$ cat src/sv/csmm_pkg.sv
// Shared types and constants for the contact slip margin block.
// No dependencies; every other file in sv/ but csmm_checker imports this package.
package csmm_pkg;

   localparam int FORCE_W    = 32;
   localparam int NORMAL_W   = 16;
   localparam int MU_W       = 16;
   localparam int MU_FRAC    = 12;
   localparam int NORM_EXTRA = 10;
   localparam int PROD_W     = FORCE_W + NORMAL_W;       // one f*n product
   localparam int DOT_W      = PROD_W + 1;               // sum of three, signed
   localparam int ADOT_W     = DOT_W - 1;                // |dot|
   localparam int NSQ_W      = 32;                       // |n|^2
   localparam int NUM_W      = ADOT_W + NORM_EXTRA;      // dividend
   localparam int NLEN_W     = 26;                       // floor(sqrt(nsq * 2^20))
   localparam int RAD_W      = 64;
   localparam int ROOT_W     = 32;
   localparam int ALLOW_W    = MU_W + FORCE_W - MU_FRAC; // mu*fn >> 12
   localparam int MARGIN_W   = ALLOW_W + 2;

   localparam logic [MU_W-1:0] MU_RESET = 16'd2048;

   typedef struct packed {
      logic [ADOT_W-1:0]  adot;
      logic [NSQ_W-1:0]   nsq;
      logic [FORCE_W-1:0] mag;
      logic               last;
   } entry_type;

endpackage

$ cat src/sv/csmm_queue.sv
// Two-entry queue between front and back ends.
// Depends on csmm_pkg for the entry type.
module csmm_queue (
   input  logic                clock,
   input  logic                reset,
   input  logic                push,
   input  csmm_pkg::entry_type push_entry,
   output logic                full,
   input  logic                pop,
   output logic                head_valid,
   output csmm_pkg::entry_type head
);
   import csmm_pkg::*;

   entry_type  slot_ff [2];
   logic       wr_ff, wr_in, rd_ff, rd_in;
   logic [1:0] cnt_ff, cnt_in;

   assign full       = (cnt_ff == 2'd2);
   assign head_valid = (cnt_ff != 2'd0);
   assign head       = slot_ff[rd_ff];

   always_comb begin
      wr_in  = wr_ff ^ push;
      rd_in  = rd_ff ^ pop;
      cnt_in = cnt_ff + {1'b0, push} - {1'b0, pop};
   end

   always_ff @(posedge clock) begin
      if (reset) begin
         wr_ff  <= 1'b0;
         rd_ff  <= 1'b0;
         cnt_ff <= 2'd0;
      end else begin
         wr_ff  <= wr_in;
         rd_ff  <= rd_in;
         cnt_ff <= cnt_in;
      end
      if (push) slot_ff[wr_ff] <= push_entry;
   end

endmodule

$ cat config.mk
export PLATFORM = sky130hd
export DESIGN_NAME = csmm_queue
export DESIGN_NICKNAME = d
export VERILOG_FILES = /design/src/sv/csmm_pkg.sv /design/src/sv/csmm_queue.sv
export SDC_FILE = /design/constraint.sdc
export NUM_CORES = 1
export LEC_CHECK = 0
export ABC_AREA = 0
export BUFFER_PORTS_ARGS = -buffer_cell sky130_fd_sc_hd__buf_4
export CORE_ASPECT_RATIO = 2
export CORE_MARGIN = 2
export CORE_UTILIZATION = 30
export CTS_BUF_LIST = sky130_fd_sc_hd__clkbuf_16
export DETAILED_ROUTE_END_ITERATION = 7
export GPL_ROUTABILITY_DRIVEN = 0
export PLACE_DENSITY = 0.55
export SLEW_MARGIN = 5
export SYNTH_ARGS = -nofsm -noshare
export SYNTH_HDL_FRONTEND = slang
export SYNTH_SLANG_ARGS = --single-unit
$ cat constraint.sdc
create_clock -name clock -period 5.3 [get_ports clock]
set_input_delay 0.53 -clock clock [delete_from_list [all_inputs] [get_ports clock]]
set_output_delay 0.53 -clock clock [all_outputs]
set_load 0.01 [all_outputs]
After elaboration in Yosys (flattened, before gate mapping)
Memories as Yosys holds them, arrays and structs flattened. A register that Yosys moved wholly into a read port is not among the register bits.
Cells that the tools add are included.
W data, S select, Z words.
Storage, ports and cells
  flip-flop bits (word level): 4
  bits in writable memories: 226
  input port bits: 117
  memories: 1
Memories
  slot_ff: depth 2, bits a word 113, rd ports 1, clocked after Yosys merged registers in 1, wr ports 1, RTL line csmm_queue.sv:15  | entry_type slot_ff [2];
Operators by class
  add/sub/neg operators: 2
  equality and inequality tests: 1
  muxes and demuxes: 3
  bitwise gates (word level): 2
  reductions and logical operators: 1
Operators by type and width (number)
  $mux W1: 3
  $add A2 B1 Y2: 1
  $eq A2 B2 Y1 const B: 1
  $reduce_bool A2 Y1: 1
  $sub A2 B1 Y2: 1
  $xor A1 B1 Y1: 2

Longest topological paths before layout
  depth after elaboration: 2
  gate-level depth with buffers: 6
  mapped depth without buffers: 6

Worst setup path after synthesis
OpenSTA, ideal clock, no wires.
  path type: input to register
  start point: input push
  end point: memory slot_ff[0][0] (netlist bit), enable pin
  setup time: 0.486 ns
  arrival time: 3.192 ns
  slack: 1.622 ns
  stages on the path: 1
  buffers on the path: 0
  cells stage by stage: ha_1
On the way
  word-level cells in the longest chain between the ends: 2
Ends and longest elaborated chain
  from (decl): RTL line csmm_queue.sv:6  | input logic push,
  $mux W1: RTL line csmm_queue.sv:39  | if (push) slot_ff[wr_ff] <= push_entry;
  $mux W1 (implied by the code): RTL line csmm_queue.sv:39
  to (decl): RTL line csmm_queue.sv:15
Every way passes these cells.

==> results.md <==
- The number of setup buffers added after CTS is 0.
- The number of iterations in the first detailed-routing pass is 4.
- The worst register-to-register path begins at wr_ff$_SDFF_PP0_.
- The relative area change from synthesis to final layout is 32.2%.
- Of the cells placed in the final design, the portion with a size suffix greater than 1 is 0.605.
- In this run the most critical hold path is launched from reset.
- The critical path in this run is classified as register to primary output.
- Setup slack on the worst reg-to-reg path comes out at 3.00 ns.
- The wire length after detailed routing is 17700 um.
- After clock tree synthesis, the clock-pin slew on the worst setup and hold paths is 0.06 ns.
- The total placed cells including tap cells is 948.
- The hold violation total from the final report was 0.
- The worst setup path is captured at a primary output.
- The clock tree from TritonCTS is done.
- The share of power burned in the clock network is 0.347.
- In this run the clock root is driven by a sky130_fd_sc_hd__clkbuf_16.
- The clock period minus final worst setup slack is 2.97 ns.
- Once detailed placement completed, the half-perimeter wirelength came to 12000 um.
- The floorplan step set the die height to 244 um.
- The number of port buffers is 231.
- The region available for standard cell placement spans 28200 sq um.
- The share of total power dissipated in sequential elements is 0.520.
- The path with the worst hold slack has its endpoint at rd_ff$_SDFF_PP0_.
- The number of standard cells after synthesis is 371.
- The number of slew-limit violations in the final report was 0.
- The net count of the mapped netlist is 492.
- The count of non-filler cells in the finished layout is 985.
- At the pin with the least slew margin, the transition time is 1.07 ns.
- Across the VDD grid, the largest voltage drop is 0.000248 V.
- Gates resized during post-CTS repair numbered 0.
- The power density relative to cell area is 366 nW/um^2.
- The switching share of total power is 0.218.
- The via count of the first global-routing pass is 4691.
- The flow ran to the end, and the final reports show no timing, DRC or antenna violations.
- The multi-input gate area in the final layout is 1630 sq um.
- The depth of the CTS H-tree is 1.
- The post-detailed-route count of antenna-violating nets is 0.
- The net switching component of the power is 0.909 mW.
- For this run the aggregate overflow at the end of global routing stands at 0.
- Static timing analysis puts the maximum clock frequency at 0.336 GHz.
- Data arrives at the worst endpoint at 2.44 ns.
- In the routed layout, each cell is associated on average with a via count of 4.32.
- The number of distinct standard cells referenced by the synthesized netlist is 14.
- Tracing the worst setup path back leads to its startpoint at rd_ff$_SDFF_PP0_.
- The setup violation total in the final timing report is 0.
- The endpoint identified for the worst register-to-register timing path is slot_ff[0][87]$_DFFE_PP_.
- The die covers 30100 sq um.
- After detailed routing, the number of remaining DRC violations is 0.
- The mean instance size in the synthesized netlist is 23.2 sq um.
- For this run, the number of Yosys warnings is 0.
- The average routed wire per standard cell is 18.0 um.
- The number of maximum-capacitance violations is 0.
- Buffers inserted during clock tree synthesis total 21.
- The relative max-transition margin is 0.286.
- The number of vias after detailed routing is 4257.
- The die boundary width is 124 um.
- Entering global routing, the biggest net connects 78 pins.
- The total negative slack is 0 ns.
- The layout net count is 736.
- The first global-routing pass estimated 25900 um of wire.
- On the final layout, the worst clock skew is 0.00714 ns.
- The number of standard-cell rows in the floorplan is 87.
- The initial antenna violation count is 2.
- Buffers inserted to repair hold after CTS numbered 0.
- Across every metal layer, demand over resource in global routing totals 0.115.
- The share of synthesized area in the top cell type comes to 0.789.
- The largest fanout on the critical path is 77.
- Setup repair after global routing left no endpoint under its margin.
- The starting density of the core is 0.305.
- In this run, synthesis produced a sequential element count of 230.
- The longest clock path from root to sink contains 3 buffers.
- The library cell occupying the most area in the post-synthesis netlist is sky130_fd_sc_hd__edfxtp_1.
- The static leakage is 4.33 nW.
- In the post-synthesis netlist, the biggest area contributors are sky130_fd_sc_hd__edfxtp_1 79%, sky130_fd_sc_hd__mux2_4 10%, sky130_fd_sc_hd__mux2_2 6.9%.
- Pin placement for this block handled 232 I/O pins.
- Counting instances, the worst hold path has a depth of 2.
- The clock insertion delay at the later pin of the skew report is 0.50 ns.
- STA classifies the critical path startpoint as a register.
- The sequential cells in the finished layout cover a total of 6870 sq um.
- STA puts the critical path data required time at 4.77 ns.
- The share of the Yosys chip area taken by registers is 0.798.
- The synthesized netlist occupies a cell area of 8610 sq um.
- The filler cells instantiated in the layout total 2575.
- The first routing iteration left 169 violations.
- The path type of the worst min-delay path is input pin to register.
- The clock net in this run drives a total of 230 sinks.
- The number of cells on the worst reg-to-reg path is 3.
- The combinational group share of total power is 0.133.
- The part of the cycle the worst path needs is 0.561.
- Cell internal power was estimated by the tool at 3.26 mW.
cells in the mapped netlist:
| master | count |
|---|---|
| sky130_fd_sc_hd__buf_2 | 5 |
| sky130_fd_sc_hd__buf_6 | 7 |
| sky130_fd_sc_hd__buf_8 | 1 |
| sky130_fd_sc_hd__dfxtp_1 | 4 |
| sky130_fd_sc_hd__edfxtp_1 | 226 |
| sky130_fd_sc_hd__ha_1 | 4 |
| sky130_fd_sc_hd__inv_1 | 3 |
| sky130_fd_sc_hd__mux2_2 | 53 |
| sky130_fd_sc_hd__mux2_4 | 60 |
| sky130_fd_sc_hd__nor2_1 | 3 |
| sky130_fd_sc_hd__nor2b_1 | 2 |
| sky130_fd_sc_hd__or2_2 | 1 |
| sky130_fd_sc_hd__xnor2_1 | 1 |
| sky130_fd_sc_hd__xnor3_1 | 1 |
placed cells by master (no fill, tap or decap):
cell type	n
sky130_fd_sc_hd__buf_12	1
sky130_fd_sc_hd__buf_4	233
sky130_fd_sc_hd__bufinv_16	2
sky130_fd_sc_hd__clkbuf_16	21
sky130_fd_sc_hd__clkinv_1	3
sky130_fd_sc_hd__clkinv_2	4
sky130_fd_sc_hd__clkinvlp_4	2
sky130_fd_sc_hd__dfxtp_1	3
sky130_fd_sc_hd__dfxtp_4	1
sky130_fd_sc_hd__diode_2	1
sky130_fd_sc_hd__edfxtp_1	226
sky130_fd_sc_hd__ha_1	2
sky130_fd_sc_hd__ha_4	2
sky130_fd_sc_hd__inv_1	7
sky130_fd_sc_hd__mux2_2	53
sky130_fd_sc_hd__mux2_4	60
sky130_fd_sc_hd__nor2_1	3
sky130_fd_sc_hd__nor2b_1	2
sky130_fd_sc_hd__or2_2	1
sky130_fd_sc_hd__xnor2_1	1
sky130_fd_sc_hd__xnor3_1	1
state kept, by name, summed over array words and instances (netlist names):
register and cells:
wr_ff 1, rd_ff 1, cnt_ff 2, slot_ff 226
per-stage QoR:
step | util | total power, mW | hold WS [ns] | instance area [sq um] | setup slack (ns)
final | 0.404 | 4.17 | 0.199 | 11400 | 2.33
after global routing | 0.404 | 4.33 | 0.179 | 11400 | 2.21
after CTS | 0.404 | 4.24 | 0.173 | 11400 | 2.30
after floorplan | - | 2.49 | 0.519 | 8610 | 1.62
after global placement | 0.381 | 2.76 | 0.600 | 10700 | 2.75
after detailed placement | 0.381 | 2.78 | 0.603 | 10700 | 2.66
cell type report:
cell class | instances | area share
Multi-Input combinational cell | 125 | 0.144
Tap cell | 356 | 0.0391
Antenna cell | 1 | 0.000220
Clock buffer | 21 | 0.0462
Inverter | 3 | 0.000990
Clock inverter | 15 | 0.0107
Sequential cell | 230 | 0.604
Timing Repair Buffer | 234 | 0.155
routing by layer:
metal | GRT usage | share of wire | vias up
met4 | 0.0575 | 0.041 | 2
met5 | 0 | 0.00090 | -
met1 | 0.109 | 0.32 | 2103
li1 | - | - | 1954
met2 | 0.218 | 0.57 | 160
met3 | 0.0290 | 0.067 | 38
cell families after synthesis:
group,after synthesis,synth area share
XOR/XNOR,2,0.00363
adder cells (fa/ha/maj),4,0.00582
buffers and inverters,16,0.0151
flip-flops,230,0.798
multiplexers,113,0.174
AND/OR/NAND/NOR,6,0.00349
power by group through the flow:
| stage | sequential (mW) | clock, mW | combinational [mW] |
|---|---|---|---|
| floorplan | 2.19 | 0 | 0.301 |
| global placement | 2.20 | 0 | 0.558 |
| detailed placement | 2.21 | 0 | 0.569 |
| CTS | 2.17 | 1.50 | 0.571 |
| global route | 2.18 | 1.56 | 0.599 |
| finish | 2.17 | 1.44 | 0.556 |
worst max-delay path: stages, from the launching register on:
cell and delay [ns]:
sky130_fd_sc_hd__dfxtp_4 0.75, sky130_fd_sc_hd__buf_12 0.43, sky130_fd_sc_hd__mux2_2 0.42, sky130_fd_sc_hd__buf_4 0.15
worst max-delay path by stage:
stage / endpoint / slack (ns)
after floorplan: slot_ff[0][0]$_DFFE_PP_ / 1.62
after global placement: slot_ff[1][90]$_DFFE_PP_ / 2.75
after detailed placement: slot_ff[0][83]$_DFFE_PP_ / 2.66
after CTS: head[32] / 2.30
after global routing: head[8] / 2.21
final: head[8] / 2.33
Note: power is estimated with default switching activity, not from simulation.
