File: config.mk
export PLATFORM = sky130hd
export DESIGN_NAME = csmm_front
export DESIGN_NICKNAME = d
export VERILOG_FILES = /design/src/sv/csmm_pkg.sv /design/src/sv/csmm_front.sv
export SDC_FILE = /design/constraint.sdc
export NUM_CORES = 2
export LEC_CHECK = 0
export BUFFER_PORTS_ARGS = -buffer_cell sky130_fd_sc_hd__buf_2
export CORE_AREA = 3 3 226 394
export CTS_CLUSTER_DIAMETER = 200
export CTS_CLUSTER_SIZE = 40
export DETAILED_ROUTE_END_ITERATION = 10
export DIE_AREA = 0 0 229 397
export PLACE_DENSITY_LB_ADDON = 0.12
export SYNTH_ARGS = -nofsm -noshare
export SYNTH_HDL_FRONTEND = slang
export SYNTH_SLANG_ARGS = --single-unit
File: constraint.sdc
create_clock -name clock -period 9.53 [get_ports clock]
set_input_delay 1.4295 -clock clock [delete_from_list [all_inputs] [get_ports clock]]
set_output_delay 1.4295 -clock clock [all_outputs]
set_load 0.01 [all_outputs]
File: src/sv/csmm_pkg.sv
// Shared types and constants for the contact slip margin block.
// No dependencies; every other file in sv/ but csmm_checker imports this package.
package csmm_pkg;

   localparam int FORCE_W    = 32;
   localparam int NORMAL_W   = 16;
   localparam int MU_W       = 16;
   localparam int MU_FRAC    = 12;
   localparam int NORM_EXTRA = 10;
   localparam int PROD_W     = FORCE_W + NORMAL_W;       // one f*n product
   localparam int DOT_W      = PROD_W + 1;               // sum of three, signed
   localparam int ADOT_W     = DOT_W - 1;                // |dot|
   localparam int NSQ_W      = 32;                       // |n|^2
   localparam int NUM_W      = ADOT_W + NORM_EXTRA;      // dividend
   localparam int NLEN_W     = 26;                       // floor(sqrt(nsq * 2^20))
   localparam int RAD_W      = 64;
   localparam int ROOT_W     = 32;
   localparam int ALLOW_W    = MU_W + FORCE_W - MU_FRAC; // mu*fn >> 12
   localparam int MARGIN_W   = ALLOW_W + 2;

   localparam logic [MU_W-1:0] MU_RESET = 16'd2048;

   typedef struct packed {
      logic [ADOT_W-1:0]  adot;
      logic [NSQ_W-1:0]   nsq;
      logic [FORCE_W-1:0] mag;
      logic               last;
   } entry_type;

endpackage

File: src/sv/csmm_front.sv
// Front end: accepts contacts, forms |f.n| and |n|^2 one axis per step.
// Depends on csmm_pkg; feeds csmm_queue.
module csmm_front (
   input  logic                        clock,
   input  logic                        reset,
   input  logic                        req_valid,
   output logic                        req_stall,
   input  logic [csmm_pkg::FORCE_W-1:0]  req_force_x,
   input  logic [csmm_pkg::FORCE_W-1:0]  req_force_y,
   input  logic [csmm_pkg::FORCE_W-1:0]  req_force_z,
   input  logic [csmm_pkg::NORMAL_W-1:0] req_normal_x,
   input  logic [csmm_pkg::NORMAL_W-1:0] req_normal_y,
   input  logic [csmm_pkg::NORMAL_W-1:0] req_normal_z,
   input  logic [csmm_pkg::FORCE_W-1:0]  req_force_magnitude,
   input  logic                        req_last_contact,
   output logic                        push,
   output csmm_pkg::entry_type         push_entry,
   input  logic                        queue_full
);
   import csmm_pkg::*;

   localparam logic [1:0] STEP_PUSH = 2'd3;

   logic                    busy_ff, busy_in;
   logic [1:0]              step_ff, step_in;
   logic [3*FORCE_W-1:0]    f_ff, f_in;
   logic [3*NORMAL_W-1:0]   n_ff, n_in;
   logic [FORCE_W-1:0]      mag_ff, mag_in;
   logic                    last_ff, last_in;
   logic signed [DOT_W-1:0] dot_ff, dot_in;
   logic [NSQ_W-1:0]        nsq_ff, nsq_in;

   logic signed [FORCE_W-1:0]  f_sel;
   logic signed [NORMAL_W-1:0] n_sel;
   logic signed [PROD_W-1:0]   prod;
   logic signed [2*NORMAL_W-1:0] nprod;
   logic accept;

   assign accept    = req_valid && !busy_ff;
   assign req_stall = busy_ff;

   always_comb begin
      case (step_ff)
         2'd0: begin
            f_sel = f_ff[FORCE_W-1:0];
            n_sel = n_ff[NORMAL_W-1:0];
         end
         2'd1: begin
            f_sel = f_ff[2*FORCE_W-1:FORCE_W];
            n_sel = n_ff[2*NORMAL_W-1:NORMAL_W];
         end
         default: begin
            f_sel = f_ff[3*FORCE_W-1:2*FORCE_W];
            n_sel = n_ff[3*NORMAL_W-1:2*NORMAL_W];
         end
      endcase
   end

   assign prod  = f_sel * n_sel;
   assign nprod = n_sel * n_sel;

   assign push = busy_ff && (step_ff == STEP_PUSH) && !queue_full;
   assign push_entry.adot = dot_ff[DOT_W-1] ? ADOT_W'(-dot_ff) : ADOT_W'(dot_ff);
   assign push_entry.nsq  = nsq_ff;
   assign push_entry.mag  = mag_ff;
   assign push_entry.last = last_ff;

   always_comb begin
      busy_in = busy_ff;
      step_in = step_ff;
      f_in    = f_ff;
      n_in    = n_ff;
      mag_in  = mag_ff;
      last_in = last_ff;
      dot_in  = dot_ff;
      nsq_in  = nsq_ff;
      if (accept) begin
         busy_in = 1'b1;
         step_in = 2'd0;
         f_in    = {req_force_z, req_force_y, req_force_x};
         n_in    = {req_normal_z, req_normal_y, req_normal_x};
         mag_in  = req_force_magnitude;
         last_in = req_last_contact;
         dot_in  = '0;
         nsq_in  = '0;
      end else if (busy_ff && step_ff != STEP_PUSH) begin
         dot_in  = dot_ff + DOT_W'(prod);
         nsq_in  = nsq_ff + NSQ_W'($unsigned(nprod));
         step_in = step_ff + 2'd1;
      end else if (push) begin
         busy_in = 1'b0;
      end
   end

   always_ff @(posedge clock) begin
      if (reset) begin
         busy_ff <= 1'b0;
         step_ff <= 2'd0;
      end else begin
         busy_ff <= busy_in;
         step_ff <= step_in;
      end
      f_ff    <= f_in;
      n_ff    <= n_in;
      mag_ff  <= mag_in;
      last_ff <= last_in;
      dot_ff  <= dot_in;
      nsq_ff  <= nsq_in;
   end

endmodule

Yosys cells after proc, flatten, opt, wreduce, memory -nomap -nowiden
Cells that the tools add are included.

storage, ports and cells
  logic and storage cells = 34
  output and inout bits = 115
  input port bits = 181
  flip-flop bits (word level) = 261

cells by class
  $add $sub $neg = 4
  equal/unequal tests = 4
  multiplexer cells = 6
  reduce and logical (&&, ||, !) cells = 10
  $mul = 2

operators by type and width
  kind                                                                    count
  32-bit one-hot mux with 2 select lines                                  1
  49-bit by 48-bit adder with 49-bit output                               1
  32-bit by 16-bit multiplier with 48-bit output                          1
  48-bit two-way mux                                                      1
  48-bit negation                                                         1
  32-bit adder                                                            1
  16-bit by 16-bit multiplier with 32-bit output                          1
  16-bit one-hot mux with 2 select lines                                  1
  1-bit logical AND                                                       4
  2-bit != test (second input constant)                                   2
  1-bit two-way mux                                                       3
  2-bit by 1-bit adder with 2-bit output (second input constant)          1
  2-bit by 1-bit equality test with 1-bit output (second input constant)  1
  2-bit equality test (second input constant)                             1
  1-bit zero test                                                         2
  2-bit zero test                                                         1
  2-bit AND reduction                                                     1
  2-bit nonzero test                                                      1
  2-bit OR reduction                                                      1

Longest topological paths before layout
  depth after elaboration = 6
  depth in mapped cells = 32
  gate-level depth less buffers = 29

Least setup slack after synthesis
No wires, ideal clock.

  path type = register to register
  from = register step_ff[0]
  to = register dot_ff[43]
  arrival time = 7.463 ns
  stages on the path, launching flop included = 26
  buffers on the path = 4
  period minus slack after synthesis = 7.580 ns
  data required time = 9.413 ns
  setup slack = 1.950 ns
  library setup time = 0.117 ns
  cell sequence = dfxtp_1 -> ha_1 -> clkbuf_1 -> clkbuf_1 -> clkbuf_1 -> a22o_1 -> a21o_1 -> clkbuf_1 -> nand2_1 -> fa_1 -> fa_1 -> fa_1 -> inv_1 -> fa_1 -> fa_1 -> inv_1 -> fa_1 -> inv_1 -> ha_1 -> and2_1 -> a221oi_1 -> a21oi_1 -> o41a_1 -> o2111a_1 -> a311o_1 -> a32o_1

between the ends
  longest elaborated chain between the ends = 4
  elaborated cells between the ends (all ways) = 8
  classes of those cells = 1 x add/sub; 1 x mul; 2 x eq/ne; 2 x mux; 2 x reduce/logical

RTL lines
  what                                                                                                     RTL line           source
  start, declared                                                                                          csmm_front.sv:25   logic [1:0] step_ff, step_in;
  start signal, assigned                                                                                   csmm_front.sv:101  step_ff <= step_in;
  2-bit by 1-bit equality test with 1-bit output / 2-bit zero test (equally long branches)                 csmm_front.sv:43   case (step_ff)
  32-bit one-hot mux with 2 select lines / 16-bit one-hot mux with 2 select lines (equally long branches)  csmm_front.sv:43
  32-bit by 16-bit multiplier with 48-bit output                                                           csmm_front.sv:59   assign prod = f_sel * n_sel;
  49-bit by 48-bit adder with 49-bit output                                                                csmm_front.sv:87   dot_in = dot_ff + DOT_W'(prod);
  end signal, assigned                                                                                     csmm_front.sv:107  dot_ff <= dot_in;
  end, declared                                                                                            csmm_front.sv:30   logic signed [DOT_W-1:0] dot_ff, dot_in;

Parallel ways exist; a longest one is shown, timed or not.
A chain may end at the register's enable or synchronous reset.

Final worst setup path
  from = register step_ff[0]
  to = register dot_ff[40]

The elaborated chain is that of the path after synthesis.

==> run metrics <==
Residual DRC=0; RSZ-0062 raised after global routing=false; row count=142; vias in the first global route=32.39k; Worst Path Class, Setup=reg -> reg; max_cap viols=0; routing usage on met1=0.2737; max frequency=114.1 MHz; Sequential cell area=0.006998 mm2; Main synth FF type=edfxtp_1; Synth Net Count=5229; Resized Gates After CTS=0; Die Y=397 um; Sum Neg Setup Slack=0 ps; Detail Route Antenna Nets=0; Final GP Congestion=0.9802; worst hold path endpoint=nsq_ff[12]; Synth top area share=0.4182; GR Util met3=0.03231; Core Area=0.08599 mm2; via count=28.59k; Num CTS Buffers=10; R2R Path Start=step_ff[0]; outcome=finished clean; GR Util met2=0.5471; area of the multi-input gates=0.02771 mm2; Clock Skew=59.57 ps; total wire length=124300 um; largest net degree at the start of global routing=179; Final min period=8764 ps; DR iter-0 viols=1361; GR peak layer=met2; layout cells sized above 1=0.09976; most frequent cells in the layout=inv_1 (909), fa_1 (808), nand2_1 (501); Hold Path Origin=nsq_ff[12]; die area=0.09091 mm2; area leader, netlist=fa_1; antenna violations before repair=5; # setup viols final=0; Yosys warning count=0; first-pass GRT wire length=190600 um; Worst Tran Pin Value=1187 ps; worst reg2reg endpoint=dot_ff[40]; Starting Density=0.4498; startpoint types=register; CP Buf/Inv Count=5; Die W=229 um; fraction of the yosys area taken by sequential cells=0.1809; Slew Limit Fails=0; CP Capture Type=register; global-route usage over all layers=0.2819; CTS tree=built; post-synth cell types=70; post-synthesis cell count=4001; Root Driver=clkbuf_16; worst r2r path cells=25; CP Max Fanout=22; I/O pins=296; post-synthesis register bit count=261; CTS max path bufs=3; layout net count=5444; H-tree depth=1; number of enable flip-flop cells after synthesis=177; Req. time, crit path=9970 ps; Overflow after GRT=0; Clock Pin Slew Worst Setup and Hold Paths=190 ps; Synth async-reset ratio=0; Top cell by count, worst path=fa_1; FF-to-FF setup slack=770 ps; crit-path max cell delay=790 ps; most common cell after layout, fill and taps aside=inv_1; clk_lat worst skew=610 ps; Rel. slew slack=0.2088; fin crit share=0.9197; HPWL Detailed=102100 um; fill cell count=8359; hold violation total from the final report=0; Wirelength per Cell=23.12 um; TritonRoute pass-1 iters=5; Avg Cell Area, Syn=9.667 um2; # Post-CTS Setup Buffers=0; CP top delay family=adder cells; worst min-delay path class=reg -> reg; vias per inst=5.319; Syn-to-layout area delta=8.502%; Post-CTS Hold Fix Bufs=0; largest cells by area after synthesis=fa_1 (42%), edfxtp_1 (14%), inv_1 (8.8%); CTS sink cnt=261; Worst path slowest cell=a21o_1; CP arrival=9210 ps; I/O Buffers=295; mapped cell area=0.03868 mm2; Hold Crit Depth=2
[cells by family (layout without fill, tap and decap cells)]
logic type	Yosys count	count (layout)	share of synthesized area
AOI/OAI and AO/OA	499	499	0.08476
xor gates and xnor gates	137	137	0.03102
adders and majority gates	1047	1047	0.4956
buffers and inverters	1082	1301	0.1052
DFF	261	261	0.1809
muxes	2	2	0.0005500
other	0	3	0
and+or+nand+nor	973	973	0.1020
[flip-flops by register name, summed over array words and instances (netlist names)]
name / count
nsq_ff: 32
dot_ff: 49
req_stall: 1
last_ff: 1
f_ff: 96
mag_ff: 32
step_ff: 2
n_ff: 48
[tightest hold or removal path, delay by kind of cell, from the launching register on]
| kind | cells | cell delay (ps) |
|---|---|---|
| AO/OA/AOI/OAI | 1 | 50 |
| AND/OR/NAND/NOR | 1 | 60 |
| flip-flops | 1 | 370 |
[cell type report]
type | instances | share of cell area
multi-input combinational | 2658 | 0.6602
inverter | 916 | 0.08211
sequential | 261 | 0.1668
antenna | 3 | 0.0001789
timing repair buffer | 369 | 0.04902
clock buffer | 13 | 0.006470
clock inverter | 3 | 0.0008945
tap | 1152 | 0.03435
[metal layers]
layer	routed length, um	part of all wire	vias to the layer above
met2	68370	0.55	914
met1	39310	0.32	14660
met3	5349	0.043	375
met5	0	0	-
li1	-	-	12640
met4	11260	0.091	0
[Yosys cell counts (22+ instances only)]
master    count
inv_1       909
fa_1        808
nand2_1     501
nor2_1      354
ha_1        239
edfxtp_1    177
a21oi_1     164
clkbuf_1    142
xnor2_1     109
dfxtp_1      84
o21ai_0      83
a21o_1       76
a22o_1       50
xor2_1       28
a211oi_1     24
buf_1        22
nand3_1      22
[stage by stage]
step             util  worst slack [ps]  cell area (um2)  hold WS, ps  cells
3_3_place_gp   0.4843             977.4            41650        471.4   5356
6_report       0.4880             765.6            41960        498.0   5375
3_5_place_dp   0.4843             899.7            41650        474.0   5356
4_1_cts        0.4879             836.6            41960        497.0   5372
2_1_floorplan       -              1950            38680        467.2   4001
5_1_grt        0.4880             306.2            41960        519.6   5375
[worst max-delay path by stage]
stage	slack [ps]	end	start	cells past startpoint
CTS	840	dot_ff[40]	step_ff[0]	24
global route	310	nsq_ff[31]	step_ff[0]	29
global placement	980	dot_ff[48]	step_ff[1]	30
finish	770	dot_ff[40]	step_ff[0]	25
floorplan	1950	dot_ff[43]	step_ff[0]	25
detailed placement	900	dot_ff[40]	step_ff[0]	24
Power is left out: the tool's default activity adds up to more than one toggle a clock period on the data nets, which glitch-free logic cannot reach.
